$ cat src/hdl/keyword_token_lexer_top_macros.svh
// assertion macros for the keyword token lexer
// needs clk_i and rst_ni in the scope where a macro is used
`ifndef KEYWORD_TOKEN_LEXER_TOP_MACROS_SVH
`define KEYWORD_TOKEN_LEXER_TOP_MACROS_SVH

// property that must hold at every clock edge out of reset
`define KLEX_ASSERT(lbl, prop, msg) \
  lbl: assert property (@(posedge clk_i) disable iff (!rst_ni) (prop)) else $error(msg);

// consequent that must hold in the cycle after the antecedent
`define KLEX_ASSERT_NEXT(lbl, ante, cons, msg) \
  lbl: assert property (@(posedge clk_i) disable iff (!rst_ni) (ante) |=> (cons)) else $error(msg);

`endif

$ cat src/hdl/klex_pkg.sv
// shared types, token kind codes, keyword table and character classes
// for the keyword token lexer; no dependencies
`default_nettype none

package klex_pkg;

  typedef enum logic [1:0] {
    MODE_IDLE  = 2'd0,
    MODE_WORD  = 2'd1,
    MODE_NUM   = 2'd2,
    MODE_MINUS = 2'd3
  } mode_e;

  localparam logic [4:0] KIND_EOF     = 5'd0;
  localparam logic [4:0] KIND_IDENT   = 5'd1;
  localparam logic [4:0] KIND_NUMBER  = 5'd2;
  localparam logic [4:0] KIND_RET     = 5'd3;
  localparam logic [4:0] KIND_LET     = 5'd4;
  localparam logic [4:0] KIND_IF      = 5'd5;
  localparam logic [4:0] KIND_LPAREN  = 5'd6;
  localparam logic [4:0] KIND_RPAREN  = 5'd7;
  localparam logic [4:0] KIND_LBRACE  = 5'd8;
  localparam logic [4:0] KIND_RBRACE  = 5'd9;
  localparam logic [4:0] KIND_ASSIGN  = 5'd10;
  localparam logic [4:0] KIND_PLUS    = 5'd11;
  localparam logic [4:0] KIND_MINUS   = 5'd12;
  localparam logic [4:0] KIND_SLASH   = 5'd14;
  localparam logic [4:0] KIND_GT      = 5'd15;
  localparam logic [4:0] KIND_DEF     = 5'd16;
  localparam logic [4:0] KIND_FUNC    = 5'd17;
  localparam logic [4:0] KIND_MODEL   = 5'd18;
  localparam logic [4:0] KIND_STAR    = 5'd19;
  localparam logic [4:0] KIND_AMP     = 5'd20;
  localparam logic [4:0] KIND_ALLOC   = 5'd21;
  localparam logic [4:0] KIND_SIZEOF  = 5'd22;
  localparam logic [4:0] KIND_COLON   = 5'd23;
  localparam logic [4:0] KIND_ARROW   = 5'd24;
  localparam logic [4:0] KIND_COMMA   = 5'd25;
  localparam logic [4:0] KIND_SPAWN   = 5'd26;
  localparam logic [4:0] KIND_SHARED  = 5'd27;
  localparam logic [4:0] KIND_UNKNOWN = 5'd28;

  localparam int unsigned NUM_KEYWORDS = 10;
  localparam int unsigned KW_BITS      = 48;
  localparam int unsigned QUEUE_DEPTH  = 4;
  localparam int unsigned QPTR_W       = $clog2(QUEUE_DEPTH);

  localparam logic [15:0] LEN_MAX = 16'hFFFF;

  // keyword text, first character highest
  localparam logic [KW_BITS-1:0] KW_TEXT [NUM_KEYWORDS] = '{
    48'h000000646566, 48'h000066756E63, 48'h006D6F64656C, 48'h0000006C6574,
    48'h000000006966, 48'h000000726574, 48'h00616C6C6F63, 48'h73697A656F66,
    48'h00737061776E, 48'h736861726564
  };
  localparam logic [15:0] KW_LEN [NUM_KEYWORDS] = '{
    16'd3, 16'd4, 16'd5, 16'd3, 16'd2, 16'd3, 16'd5, 16'd6, 16'd5, 16'd6
  };
  localparam logic [4:0] KW_KIND [NUM_KEYWORDS] = '{
    KIND_DEF, KIND_FUNC, KIND_MODEL, KIND_LET, KIND_IF,
    KIND_RET, KIND_ALLOC, KIND_SIZEOF, KIND_SPAWN, KIND_SHARED
  };

  typedef struct packed {
    logic [4:0]  kind;
    logic [15:0] start;
    logic [15:0] length;
    logic [31:0] value;
  } token_t;

  // all tokens caused by one byte
  typedef struct packed {
    token_t tok_a;
    token_t tok_b;
    logic   two;
  } rec_t;

  typedef struct packed {
    logic empty;
    logic full;
  } q_stat_t;

  function automatic logic is_letter(input logic [7:0] c);
    return (c >= 8'h61 && c <= 8'h7A) || (c >= 8'h41 && c <= 8'h5A);
  endfunction

  function automatic logic is_digit(input logic [7:0] c);
    return c >= 8'h30 && c <= 8'h39;
  endfunction

  function automatic logic is_space(input logic [7:0] c);
    return c == 8'h20 || (c >= 8'h09 && c <= 8'h0D);
  endfunction

  function automatic logic [4:0] symbol_kind(input logic [7:0] c);
    logic [4:0] k;
    unique case (c)
      8'h2B:   k = KIND_PLUS;
      8'h2A:   k = KIND_STAR;
      8'h2F:   k = KIND_SLASH;
      8'h3E:   k = KIND_GT;
      8'h3D:   k = KIND_ASSIGN;
      8'h28:   k = KIND_LPAREN;
      8'h29:   k = KIND_RPAREN;
      8'h7B:   k = KIND_LBRACE;
      8'h7D:   k = KIND_RBRACE;
      8'h26:   k = KIND_AMP;
      8'h3A:   k = KIND_COLON;
      8'h2C:   k = KIND_COMMA;
      default: k = KIND_UNKNOWN;
    endcase
    return k;
  endfunction

endpackage

`default_nettype wire

$ cat src/hdl/klex_front.sv
// front end: accepts text bytes, keeps the scanner state and builds the
// token record for each byte; uses klex_pkg
`default_nettype none

module klex_front import klex_pkg::*; #(
  parameter int unsigned POSITION_BITS     = 16,
  parameter int unsigned KEYWORD_MAX_CHARS = 6
) (
  input  wire logic       clk_i,
  input  wire logic       rst_ni,
  input  wire logic       in_valid_i,
  input  wire logic [7:0] text_byte_i,
  input  wire q_stat_t    q_stat_i,
  output logic            in_stall_o,
  output logic            push_o,
  output rec_t            rec_o
);

  localparam int unsigned PW = 8 * KEYWORD_MAX_CHARS;

  mode_e                    mode_q, mode_d;
  logic [PW-1:0]            prefix_q, prefix_d;
  logic [15:0]              run_len_q, run_len_d;
  logic [15:0]              run_start_q, run_start_d;
  logic [POSITION_BITS-1:0] pos_q, pos_d;
  logic [31:0]              acc_q, acc_d;

  logic                     accept;
  logic [POSITION_BITS+15:0] pos_ext;
  logic [15:0]              pos16;
  logic [7:0]               c;
  logic [3:0]               dig;
  logic [15:0]              run_len_inc;
  logic [4:0]               word_kind;
  token_t                   t0, t1;
  logic                     t0v, t1v, taken;

  assign in_stall_o = q_stat_i.full;
  assign accept     = in_valid_i && !q_stat_i.full;
  assign c          = text_byte_i;
  assign dig        = c[3:0];
  assign pos_ext    = {16'b0, pos_q};
  assign pos16      = pos_ext[15:0];
  assign run_len_inc = (run_len_q != LEN_MAX) ? run_len_q + 16'd1 : run_len_q;

  always_comb begin
    word_kind = KIND_IDENT;
    if (run_len_q <= 16'(KEYWORD_MAX_CHARS)) begin
      for (int i = 0; i < NUM_KEYWORDS; i++) begin
        if (run_len_q == KW_LEN[i] && prefix_q == PW'(KW_TEXT[i])) begin
          word_kind = KW_KIND[i];
        end
      end
    end
  end

  always_comb begin
    mode_d      = mode_q;
    prefix_d    = prefix_q;
    run_len_d   = run_len_q;
    run_start_d = run_start_q;
    acc_d       = acc_q;
    pos_d       = pos_q;
    t0          = '0;
    t1          = '0;
    t0v         = 1'b0;
    t1v         = 1'b0;
    taken       = 1'b0;

    // flush or extend the pending run
    unique case (mode_q)
      MODE_IDLE: begin
      end
      MODE_WORD: begin
        if (is_letter(c) || is_digit(c)) begin
          if (run_len_q < 16'(KEYWORD_MAX_CHARS)) begin
            prefix_d = {prefix_q[PW-9:0], c};
          end
          run_len_d = run_len_inc;
          taken     = 1'b1;
        end else begin
          t0v    = 1'b1;
          t0     = '{kind: word_kind, start: run_start_q, length: run_len_q, value: 32'd0};
          mode_d = MODE_IDLE;
        end
      end
      MODE_NUM: begin
        if (is_digit(c)) begin
          acc_d     = {acc_q[28:0], 3'b0} + {acc_q[30:0], 1'b0} + {28'b0, dig};
          run_len_d = run_len_inc;
          taken     = 1'b1;
        end else begin
          t0v    = 1'b1;
          t0     = '{kind: KIND_NUMBER, start: run_start_q, length: run_len_q,
                     value: acc_q};
          mode_d = MODE_IDLE;
        end
      end
      MODE_MINUS: begin
        mode_d = MODE_IDLE;
        t0v    = 1'b1;
        if (c == 8'h3E) begin
          t0    = '{kind: KIND_ARROW, start: run_start_q, length: 16'd2, value: 32'd0};
          taken = 1'b1;
        end else begin
          t0 = '{kind: KIND_MINUS, start: run_start_q, length: 16'd1, value: 32'd0};
        end
      end
      default: begin
      end
    endcase

    // the byte on its own
    if (!taken) begin
      if (c == 8'h00) begin
        t1v = 1'b1;
        t1  = '{kind: KIND_EOF, start: pos16, length: 16'd0, value: 32'd0};
      end else if (is_space(c)) begin
      end else if (is_letter(c)) begin
        mode_d      = MODE_WORD;
        prefix_d    = PW'(c);
        run_start_d = pos16;
        run_len_d   = 16'd1;
      end else if (is_digit(c)) begin
        mode_d      = MODE_NUM;
        acc_d       = {28'b0, dig};
        run_start_d = pos16;
        run_len_d   = 16'd1;
      end else if (c == 8'h2D) begin
        mode_d      = MODE_MINUS;
        run_start_d = pos16;
        run_len_d   = 16'd1;
      end else begin
        t1v = 1'b1;
        t1  = '{kind: symbol_kind(c), start: pos16, length: 16'd1, value: 32'd0};
      end
    end

    if (c == 8'h00) begin
      mode_d      = MODE_IDLE;
      prefix_d    = '0;
      run_len_d   = '0;
      run_start_d = '0;
      acc_d       = '0;
      pos_d       = '0;
    end else begin
      pos_d = pos_q + 1'b1;
    end
  end

  always_comb begin
    push_o = accept && (t0v || t1v);
    if (t0v) begin
      rec_o = '{tok_a: t0, tok_b: t1, two: t1v};
    end else begin
      rec_o = '{tok_a: t1, tok_b: t1, two: 1'b0};
    end
  end

  always_ff @(posedge clk_i or negedge rst_ni) begin
    if (!rst_ni) begin
      mode_q      <= MODE_IDLE;
      prefix_q    <= '0;
      run_len_q   <= '0;
      run_start_q <= '0;
      pos_q       <= '0;
      acc_q       <= '0;
    end else if (accept) begin
      mode_q      <= mode_d;
      prefix_q    <= prefix_d;
      run_len_q   <= run_len_d;
      run_start_q <= run_start_d;
      pos_q       <= pos_d;
      acc_q       <= acc_d;
    end
  end

endmodule

`default_nettype wire

$ cat src/hdl/klex_queue.sv
// short queue of token records between front and back end
// uses klex_pkg
`default_nettype none

module klex_queue import klex_pkg::*; (
  input  wire logic  clk_i,
  input  wire logic  rst_ni,
  input  wire logic  push_i,
  input  wire rec_t  rec_i,
  input  wire logic  pop_i,
  output rec_t       head_o,
  output q_stat_t    stat_o
);

  rec_t              mem_q [QUEUE_DEPTH];
  logic [QPTR_W-1:0] wr_ptr_q, rd_ptr_q;
  logic [QPTR_W:0]   count_q, count_d;
  logic              do_push, do_pop;

  assign stat_o.empty = (count_q == '0);
  assign stat_o.full  = (count_q == (QPTR_W+1)'(QUEUE_DEPTH));
  assign do_push      = push_i && !stat_o.full;
  assign do_pop       = pop_i && !stat_o.empty;
  assign head_o       = mem_q[rd_ptr_q];

  always_comb begin
    count_d = count_q;
    if (do_push && !do_pop) begin
      count_d = count_q + 1'b1;
    end else if (do_pop && !do_push) begin
      count_d = count_q - 1'b1;
    end
  end

  always_ff @(posedge clk_i) begin
    if (do_push) begin
      mem_q[wr_ptr_q] <= rec_i;
    end
  end

  always_ff @(posedge clk_i or negedge rst_ni) begin
    if (!rst_ni) begin
      wr_ptr_q <= '0;
      rd_ptr_q <= '0;
      count_q  <= '0;
    end else begin
      if (do_push) begin
        wr_ptr_q <= wr_ptr_q + 1'b1;
      end
      if (do_pop) begin
        rd_ptr_q <= rd_ptr_q + 1'b1;
      end
      count_q <= count_d;
    end
  end

endmodule

`default_nettype wire

$ cat src/hdl/klex_back.sv
// back end: splits records into single tokens and holds the output register
// uses klex_pkg
`default_nettype none

module klex_back import klex_pkg::*; (
  input  wire logic  clk_i,
  input  wire logic  rst_ni,
  input  wire rec_t  head_i,
  input  wire q_stat_t q_stat_i,
  input  wire logic  out_stall_i,
  output logic       pop_o,
  output logic       out_valid_o,
  output token_t     tok_o,
  output logic       last_o
);

  logic   out_valid_q, out_valid_d;
  token_t tok_q, tok_d;
  logic   last_q, last_d;
  logic   sel_q, sel_d;
  logic   load;

  assign load = !out_valid_q || !out_stall_i;

  always_comb begin
    out_valid_d = out_valid_q;
    tok_d       = tok_q;
    last_d      = last_q;
    sel_d       = sel_q;
    pop_o       = 1'b0;
    if (load) begin
      out_valid_d = !q_stat_i.empty;
      if (!q_stat_i.empty) begin
        tok_d  = sel_q ? head_i.tok_b : head_i.tok_a;
        last_d = sel_q || !head_i.two;
        if (head_i.two && !sel_q) begin
          sel_d = 1'b1;
        end else begin
          sel_d = 1'b0;
          pop_o = 1'b1;
        end
      end
    end
  end

  always_ff @(posedge clk_i) begin
    tok_q  <= tok_d;
    last_q <= last_d;
  end

  always_ff @(posedge clk_i or negedge rst_ni) begin
    if (!rst_ni) begin
      out_valid_q <= 1'b0;
      sel_q       <= 1'b0;
    end else begin
      out_valid_q <= out_valid_d;
      sel_q       <= sel_d;
    end
  end

  assign out_valid_o = out_valid_q;
  assign tok_o       = tok_q;
  assign last_o      = last_q;

endmodule

`default_nettype wire

$ cat src/hdl/keyword_token_lexer_top.sv
// keyword token lexer top level: front end, record queue, back end
// uses klex_pkg, klex_front, klex_queue, klex_back and the macro header
//
//  channel  | direction | handshake              | payload
//  text in  | input     | in_valid_i / in_stall_o | text_byte_i
//  token out| output    | out_valid_o / out_stall_i | token_kind_o, token_start_o,
//           |           |                        | token_length_o, number_value_o,
//           |           |                        | last_of_run_o
//
// one byte per cycle is taken while the four-entry record queue has room
// tokens leave one per cycle from the output register while out_stall_i is low; a byte that causes
// two tokens sends them out one after the other, the only cause of in_stall_o besides out_stall_i
// a byte's first token goes through the queue memory and then the output register
// reset clears scanner state, queue pointers and output valid; payload is not reset
`default_nettype none

`include "keyword_token_lexer_top_macros.svh"

module keyword_token_lexer_top import klex_pkg::*; #(
  parameter int unsigned POSITION_BITS     = 16,
  parameter int unsigned KEYWORD_MAX_CHARS = 6
) (
  input  wire logic        clk_i,
  input  wire logic        rst_ni,
  input  wire logic        in_valid_i,
  output logic             in_stall_o,
  input  wire logic [7:0]  text_byte_i,
  output logic             out_valid_o,
  input  wire logic        out_stall_i,
  output logic [4:0]       token_kind_o,
  output logic [15:0]      token_start_o,
  output logic [15:0]      token_length_o,
  output logic [31:0]      number_value_o,
  output logic             last_of_run_o
);

  q_stat_t q_stat;
  rec_t    q_in, q_head;
  logic    q_push, q_pop;
  token_t  tok;

  klex_front #(
    .POSITION_BITS     (POSITION_BITS),
    .KEYWORD_MAX_CHARS (KEYWORD_MAX_CHARS)
  ) u_front (
    .clk_i       (clk_i),
    .rst_ni      (rst_ni),
    .in_valid_i  (in_valid_i),
    .text_byte_i (text_byte_i),
    .q_stat_i    (q_stat),
    .in_stall_o  (in_stall_o),
    .push_o      (q_push),
    .rec_o       (q_in)
  );

  klex_queue u_queue (
    .clk_i  (clk_i),
    .rst_ni (rst_ni),
    .push_i (q_push),
    .rec_i  (q_in),
    .pop_i  (q_pop),
    .head_o (q_head),
    .stat_o (q_stat)
  );

  klex_back u_back (
    .clk_i       (clk_i),
    .rst_ni      (rst_ni),
    .head_i      (q_head),
    .q_stat_i    (q_stat),
    .out_stall_i (out_stall_i),
    .pop_o       (q_pop),
    .out_valid_o (out_valid_o),
    .tok_o       (tok),
    .last_o      (last_of_run_o)
  );

  assign token_kind_o   = tok.kind;
  assign token_start_o  = tok.start;
  assign token_length_o = tok.length;
  assign number_value_o = tok.value;

  `KLEX_ASSERT(a_pop_not_empty, !q_pop || !q_stat.empty, "pop from empty queue")
  `KLEX_ASSERT(a_eof_shape, !(out_valid_o && token_kind_o == KIND_EOF) || (token_length_o == 16'd0 && last_of_run_o), "bad end-of-text token")
  `KLEX_ASSERT(a_value_only_number, !(out_valid_o && token_kind_o != KIND_NUMBER) || number_value_o == 32'd0, "value on non-number token")
  `KLEX_ASSERT_NEXT(a_second_follows, out_valid_o && !out_stall_i && !last_of_run_o, out_valid_o, "second token of a byte missing")

endmodule

`default_nettype wire

$ cat config.mk
export PLATFORM = sky130hd
export DESIGN_NAME = keyword_token_lexer_top
export DESIGN_NICKNAME = d
export VERILOG_FILES = /design/src/hdl/klex_pkg.sv /design/src/hdl/klex_front.sv /design/src/hdl/klex_queue.sv /design/src/hdl/klex_back.sv /design/src/hdl/keyword_token_lexer_top.sv
export VERILOG_INCLUDE_DIRS = /design/src /design/src/hdl
export SDC_FILE = /design/constraint.sdc
export NUM_CORES = 1
export LEC_CHECK = 0
export BUFFER_PORTS_ARGS = -buffer_cell sky130_fd_sc_hd__clkbuf_2
export CAP_MARGIN = 20
export CORE_MARGIN = 2
export CORE_UTILIZATION = 45
export CTS_BUF_LIST = sky130_fd_sc_hd__clkbuf_8
export DETAILED_ROUTE_END_ITERATION = 6
export GPL_TIMING_DRIVEN = 0
export HOLD_SLACK_MARGIN = 0.03
export SLEW_MARGIN = 20
export SYNTH_ARGS = -nofsm -noshare
export SYNTH_HDL_FRONTEND = slang
export SYNTH_SLANG_ARGS = --single-unit
$ cat constraint.sdc
create_clock -name clk_i -period 16 [get_ports clk_i]
set_clock_uncertainty 0.15 [all_clocks]
set_input_delay 3.2 -clock clk_i [delete_from_list [all_inputs] [get_ports clk_i]]
set_output_delay 3.2 -clock clk_i [all_outputs]
set_load 0.005 [all_outputs]
* After elaboration in Yosys (flattened, before gate mapping)
Memory sizes are Yosys's and may differ from the RTL's.
Cells that the tools add are included.
** Word-level totals
- Register bits :: 209
- Bits in writable memories :: 556
- Output and inout bits :: 72
- Memories :: 1
** Operators by class
- Add/subtract/negate cells :: 8
- $lt $le $gt $ge :: 10
- Equality and inequality tests :: 36
- Muxes and demuxes :: 85
- Bitwise operators :: 1
- Reduce and logical (&&, ||, !) cells :: 41
** Memories
- u_queue.mem_q :: words 4, width 139, rd ports 1, clocked after Yosys merged registers in 0, write ports 1, line klex_queue.sv:15 : rec_t mem_q [QUEUE_DEPTH];
** Operators with widths (count)
- 2-to-1 mux 69 bit :: 9
- 2-to-1 mux 48 bit :: 7
- 2-to-1 mux 16 bit :: 16
- 2-to-1 mux 32 bit :: 7
- case mux 69 bit (3 select lines) :: 1
- equality test 48 x 23 -> 1 bit, second input constant :: 3
- equality test 48 x 39 -> 1 bit, second input constant :: 3
- 2-to-1 mux 139 bit :: 1
- equality test 48 x 47 -> 1 bit, second input constant :: 2
- equality test 8 x 6 -> 1 bit, second input constant :: 12
- 2-to-1 mux 66 bit :: 1
- case mux 5 bit (12 select lines) :: 1
- 2-to-1 mux 5 bit :: 11
- equality test 16 x 3 -> 1 bit, second input constant :: 3
- equality test 48 x 15 -> 1 bit, second input constant :: 1
- equality test 48 x 31 -> 1 bit, second input constant :: 1
- adder 16 x 1 -> 16 bit, second input constant :: 2
- adder 32 bit :: 1
- adder 32 x 4 -> 32 bit :: 1
- equality test 16 x 2 -> 1 bit, second input constant :: 2
- case mux 16 bit (2 select lines) :: 1
- logical AND 1 bit :: 21
- 2-to-1 mux 1 bit :: 17
- equality test 8 x 7 -> 1 bit, second input constant :: 2
- 29 further kinds :: 55

* Longest topological paths before layout
- Word-level depth :: 16
- Mapped depth :: 16
- Depth with buffers taken out :: 14

* Modules after synthesis
Synthesis repeated with hierarchy kept, for this count alone.
** Second synthesis, totals
- Cell total of the unflattened synthesis :: 2055
- Area total of the unflattened synthesis :: 33703.6 µm²
** Modules (own cells, without submodules)
- klex_queue :: times used 1, cells an instance 763, area an instance 20465.9 µm², sequential area each 16871.2 µm²
- klex_front :: times used 1, cells an instance 1136, area an instance 9859.5 µm², sequential area each 3253.1 µm²
- klex_back :: times used 1, cells an instance 156, area an instance 3378.2 µm², sequential area each 2152.1 µm²

* Worst setup path before layout
No wires, ideal clock.
- Path type :: input-to-reg
- Start :: in out_stall_i
- End :: reg u_queue.count_q[1]
- Data arrival time :: 8059 ps
- Required time :: 15725 ps
- Path slack :: 7666 ps
- Stages :: 7
- Buffers on the path :: 0
- Cell sequence :: a21oi_1 -> and2_1 -> inv_1 -> ha_1 -> inv_1 -> fa_1 -> mux2_2
** On the way
- Longest elaborated chain between the ends :: 7
** RTL lines
- start: declaration :: line keyword_token_lexer_top.sv:29 : input wire logic out_stall_i,
- zero test 1 bit :: line klex_back.sv:23 : assign load = !out_valid_q || !out_stall_i;
- logical OR 1 bit :: line klex_back.sv:23
- 2-to-1 mux 1 bit :: line klex_back.sv:31 : if (load) begin
- logical AND 1 bit :: line klex_queue.sv:23 : assign do_pop = pop_i && !stat_o.empty;
- zero test 1 bit :: line klex_queue.sv:28 : if (do_push && !do_pop) begin
- logical AND 1 bit :: line klex_queue.sv:28
- 2-to-1 mux 3 bit :: line klex_queue.sv:28
- net u_queue.count_d[1] :: line klex_queue.sv:17 : logic [QPTR_W:0] count_q, count_d;
- end signal: assignment :: line klex_queue.sv:53 : count_q <= count_d;
- end: declaration :: line klex_queue.sv:17
The timed path passes the listed nets, and every way through them passes these cells.
A chain may end at the register's enable or synchronous reset.

* Worst setup path in the final report
- Start :: in text_byte_i[3]
- End :: reg u_front.acc_q[30]
** On the way
- Longest elaborated chain between the ends :: 9
** RTL lines
- start: declaration :: line keyword_token_lexer_top.sv:27 : input wire logic [7:0] text_byte_i,
- parallel branches: the longest is 8 deep, another holds adder 32 x 4 -> 32 bit
- 2-to-1 mux 32 bit * :: line klex_front.sv:139 : if (c == 8'h00) begin
- end signal: assignment :: line klex_front.sv:167 : acc_q <= '0;
- end signal: assignment :: line klex_front.sv:174 : acc_q <= acc_d;
- end: declaration :: line klex_front.sv:26 : logic [31:0] acc_q, acc_d;
Mark *: on every way between the ends.

==> results.md <==
- Status: finished clean
- CTS tree: built
- Buf/Inv on CP: 3
- Mux contribution to synthesized area: 0.09827
- Post-CTS resize count: 0
- Worst VDD drop: between 60 and 70 uV
- CTS Root Cell: clkbuf_8
- RSZ-0062 raised after global routing: no
- Row cnt: 87
- Synth top area share: 0.5084
- IO Port Bufs: 82
- CP Data Required Time: between 15 and 20 ns
- Largest net degree at the start of global routing: 81
- Hold Fails Final Rpt: 0
- Total CTS buffers: 94
- Vias post-DR: between 15000 and 20000
- Critical Path Slowest Stage Cell: o41ai_1
- Area Growth Syn to Fin: 13.61%
- IO Count: 84
- Initial drt markers: between 1000 and 1500
- Post-synth net total: approximately 1800
- Global route overflow: 0
- Syn_area_per_cell: between 10 and 15 sq um
- CTS Buffer Depth: 3
- Synthesized cell area: roughly 26000 sq um
- Largest family of logic cells by synthesized area: simple AND/OR/NAND/NOR gates
- # setup viols final: 0
- Compound-Gate Fraction of Synth Area: 0.07941
- Least-Margin Pin Slew: between 1 and 1.5 ns
- Crit path DAT: ~7.1 ns
- Mapped Cells: 1759
- Wirelength per Cell: 20.96 microns
- Hold path cells: 2
- Cell family with the largest share of critical-path delay: compound AO/OA/AOI/OAI gates
- Post-synthesis simple-gate area fraction: 0.1039
- XOR/XNOR Fraction of Synth Area: 0.01591
- EDFF count, synth: around 440
- Synth async-reset ratio: 0.2409
- Post-Route WL: 58.39 mm
- H-tree Lvls: 3
- Die extent in x: around 240 microns
- Number of global-route vias before repair: 15970
- CP startpoint kind: input pin
- R2R cell count: 12
- Initial antenna violation count: 1
- Worst hold endpoint: u_front.run_start_q[10]$_DFFE_PN0P_
- Final net count: about 2000
- Peak per-stage delay on the critical path: 0.97 ns
- Hold_buf cts: 0
- Setup bufs post-CTS: 0
- Worst flop-to-flop path endpoint: u_front.acc_q[30]$_DFFE_PN0P_
- Slew margin rel.: 0.3105
- Count leader, synth: edfxtp_1
- Register area share after synthesis: 0.6428
- Number of max-cap violations: 0
- Worst hold slack: around 0.34 ns
- Synth Flop Type: edfxtp_1
- Layout cell share with drive strength beyond 1: 0.1937
- Origin of the critical flop-to-flop path: u_front.acc_q[0]$_DFFE_PN0P_
- Synth area leaders: edfxtp_1 51%, dfrtp_1 13%, mux4_2 8.0%
- Via density per instance: 5.624
- TritonRoute pass-1 iters: 6
- First-pass GRT wire length: 91.94 mm
- Synthesis-stage register bit count: slightly below 600
- Post-DP HPWL: 40.13 mm
- Placed insts: 2610
- Cell Pwr Density: ~160 nW/um^2
- Crit Path Category: input pin to register
- Yosys warning total: 0
- GP Congestion: slightly below 0.9
- Period utilization: 0.4190
- Overall routing resource usage: 0.2005
- Worst-path cell chain: clkbuf_2, buf_2, inv_1, fa_1, fa_1, nor2b_1, o2111ai_1, nand2_1, a31oi_1, o41ai_1, a41o_1, a31oi_1, xnor2_1, a22o_1
- Clk_lat worst skew: around 0.7 ns
- Crit path depth: 14
- Final min period: 6.703 ns
- DRC: 0
- Fin Setup TNS: 0 ns
- Static leakage: 11.24 nW
- CTS sink count: slightly below 600
- Synth area leader: edfxtp_1
- FMAX: ~150 MHz
- Commonest cells in the netlist: 438 x edfxtp_1, 139 x dfrtp_1, 92 x mux4_2
- Post-Synth Adder-Cell Area: 0.03714
- CP Capture Type: register
- Slew Limit Fails: 0
- Final ANT Viol Nets: 0
- R2R Setup Slk: between 10 and 15 ns
- Die footprint: around 59000 sq um
- Worst-path clk slew: 0.06 ns
- Synth cell types: between 70 and 80
- Starting Density: 0.4571
- HP Start: u_front.run_start_q[10]$_DFFE_PN0P_
- Worst-path fanout max: 10
- Hold/Removal Path Class: register to register
- Pwr Total: 0.004567 W
- Core area: between 50000 and 60000 sq um
- Vert. Die Dim: 243.8 microns
- Finished Layout Cells: 2786
## worst max-delay path by stage
| stage | startpoint | to | slack, ns |
|---|---|---|---|
| floorplan | out_stall_i | u_queue.count_q[1]$_DFFE_PN0P_ | 7.67 |
| global placement | out_stall_i | u_queue.count_q[1]$_DFFE_PN0P_ | 4.51 |
| detailed placement | text_byte_i[3] | u_front.acc_q[30]$_DFFE_PN0P_ | 8.70 |
| CTS | text_byte_i[3] | u_front.acc_q[30]$_DFFE_PN0P_ | 9.42 |
| global route | text_byte_i[3] | u_front.acc_q[30]$_DFFE_PN0P_ | 9.08 |
| finish | text_byte_i[3] | u_front.acc_q[30]$_DFFE_PN0P_ | 9.30 |
## flip-flops by register name (all words and copies together), names as in the netlist, 2 cells and up
name / count
u_front.mode_q: 2
u_front.pos16: 16
u_front.acc_q: 32
u_front.run_start_q: 16
u_queue.count_q: 3
u_back.tok_o: 69
u_queue.rd_ptr_q: 2
u_queue.wr_ptr_q: 2
u_queue.mem_q: 368
u_front.prefix_q: 48
u_front.run_len_q: 16
## power breakdown
| group | internal (W) | leakage, nW | switching, W |
|---|---|---|---|
| logic | 0.000553 | 4.22 | 0.000695 |
| registers | 0.00200 | 5.99 | 0.000104 |
| clock network | 0.000638 | 1.03 | 0.000581 |
## routing by layer
| metal | part of all wire | vias to the layer above | GRT usage |
|---|---|---|---|
| met5 | 0 | - | 0 |
| met4 | 0.029 | 0 | 0.07496 |
| met3 | 0.048 | 106 | 0.03305 |
| met2 | 0.47 | 412 | 0.3173 |
| met1 | 0.45 | 7903 | 0.2803 |
| li1 | - | 7248 | - |
## area by class of cell
class / count / area, sq um
Fill cell: 4821 / 27210
Tap cell: 756 / 945.9
Sequential cell: 577 / 16630
Inverter: 44 / 165.2
Clock buffer: 105 / 1445
Antenna cell: 1 / 2.502
Clock inverter: 69 / 372.9
Buffer: 92 / 420.4
Multi-Input combinational cell: 1046 / 8683
Timing Repair Buffer: 96 / 728.2
## through the flow
stage,setup WS [ns],instance area (sq um),utilization
after floorplan,7.666,25870,-
after global placement,4.508,27230,0.4810
after detailed placement,8.700,27560,0.4869
after CTS,9.416,29380,0.5191
after global routing,9.081,29390,0.5193
final,9.297,29390,0.5193
## placed cells by master (no fill, tap or decap), types with 8 or more instances in the layout
| master | count |
|---|---|
| nor3_1 | 28 |
| clkbuf_8 | 106 |
| a21o_1 | 15 |
| nand3_1 | 46 |
| buf_2 | 12 |
| o21ai_0 | 73 |
| clkinv_2 | 11 |
| a21oi_1 | 63 |
| nor2b_1 | 62 |
| nand2b_1 | 8 |
| xnor2_1 | 36 |
| xor2_1 | 11 |
| nor4_1 | 32 |
| and2_1 | 22 |
| clkbuf_2 | 81 |
| inv_1 | 72 |
| ha_1 | 72 |
| buf_12 | 8 |
| mux2_1 | 8 |
| nand4_1 | 26 |
| nand2_1 | 82 |
| mux4_2 | 92 |
| mux2_2 | 32 |
| nor2_1 | 78 |
| or3_1 | 11 |
| a22o_1 | 79 |
| and3_1 | 38 |
| buf_1 | 10 |
| edfxtp_1 | 438 |
| a31oi_1 | 15 |
| clkinv_1 | 20 |
| dfrtp_1 | 139 |
| clkbuf_1 | 60 |
## kinds of logic (layout without fill, tap and decap cells)
family,Yosys count,after routing
AOI/OAI and AO/OA,302,302
xor gates and xnor gates,47,47
adders and majority gates,75,75
buffers and inverters,136,406
DFF,577,577
muxes,134,134
other,0,1
and+or+nand+nor,488,488
## worst register-to-register path, stage by stage (launching register included)
cell,delay [ns]
dfrtp_1,0.41
inv_1,0.08
fa_1,0.50
fa_1,0.48
nor2b_1,0.19
o2111ai_1,0.16
nand2_1,0.15
a31oi_1,0.17
o41ai_1,0.97
a41o_1,0.31
a31oi_1,0.10
xnor2_1,0.14
a22o_1,0.20
(Power assumes the default switching activity.)
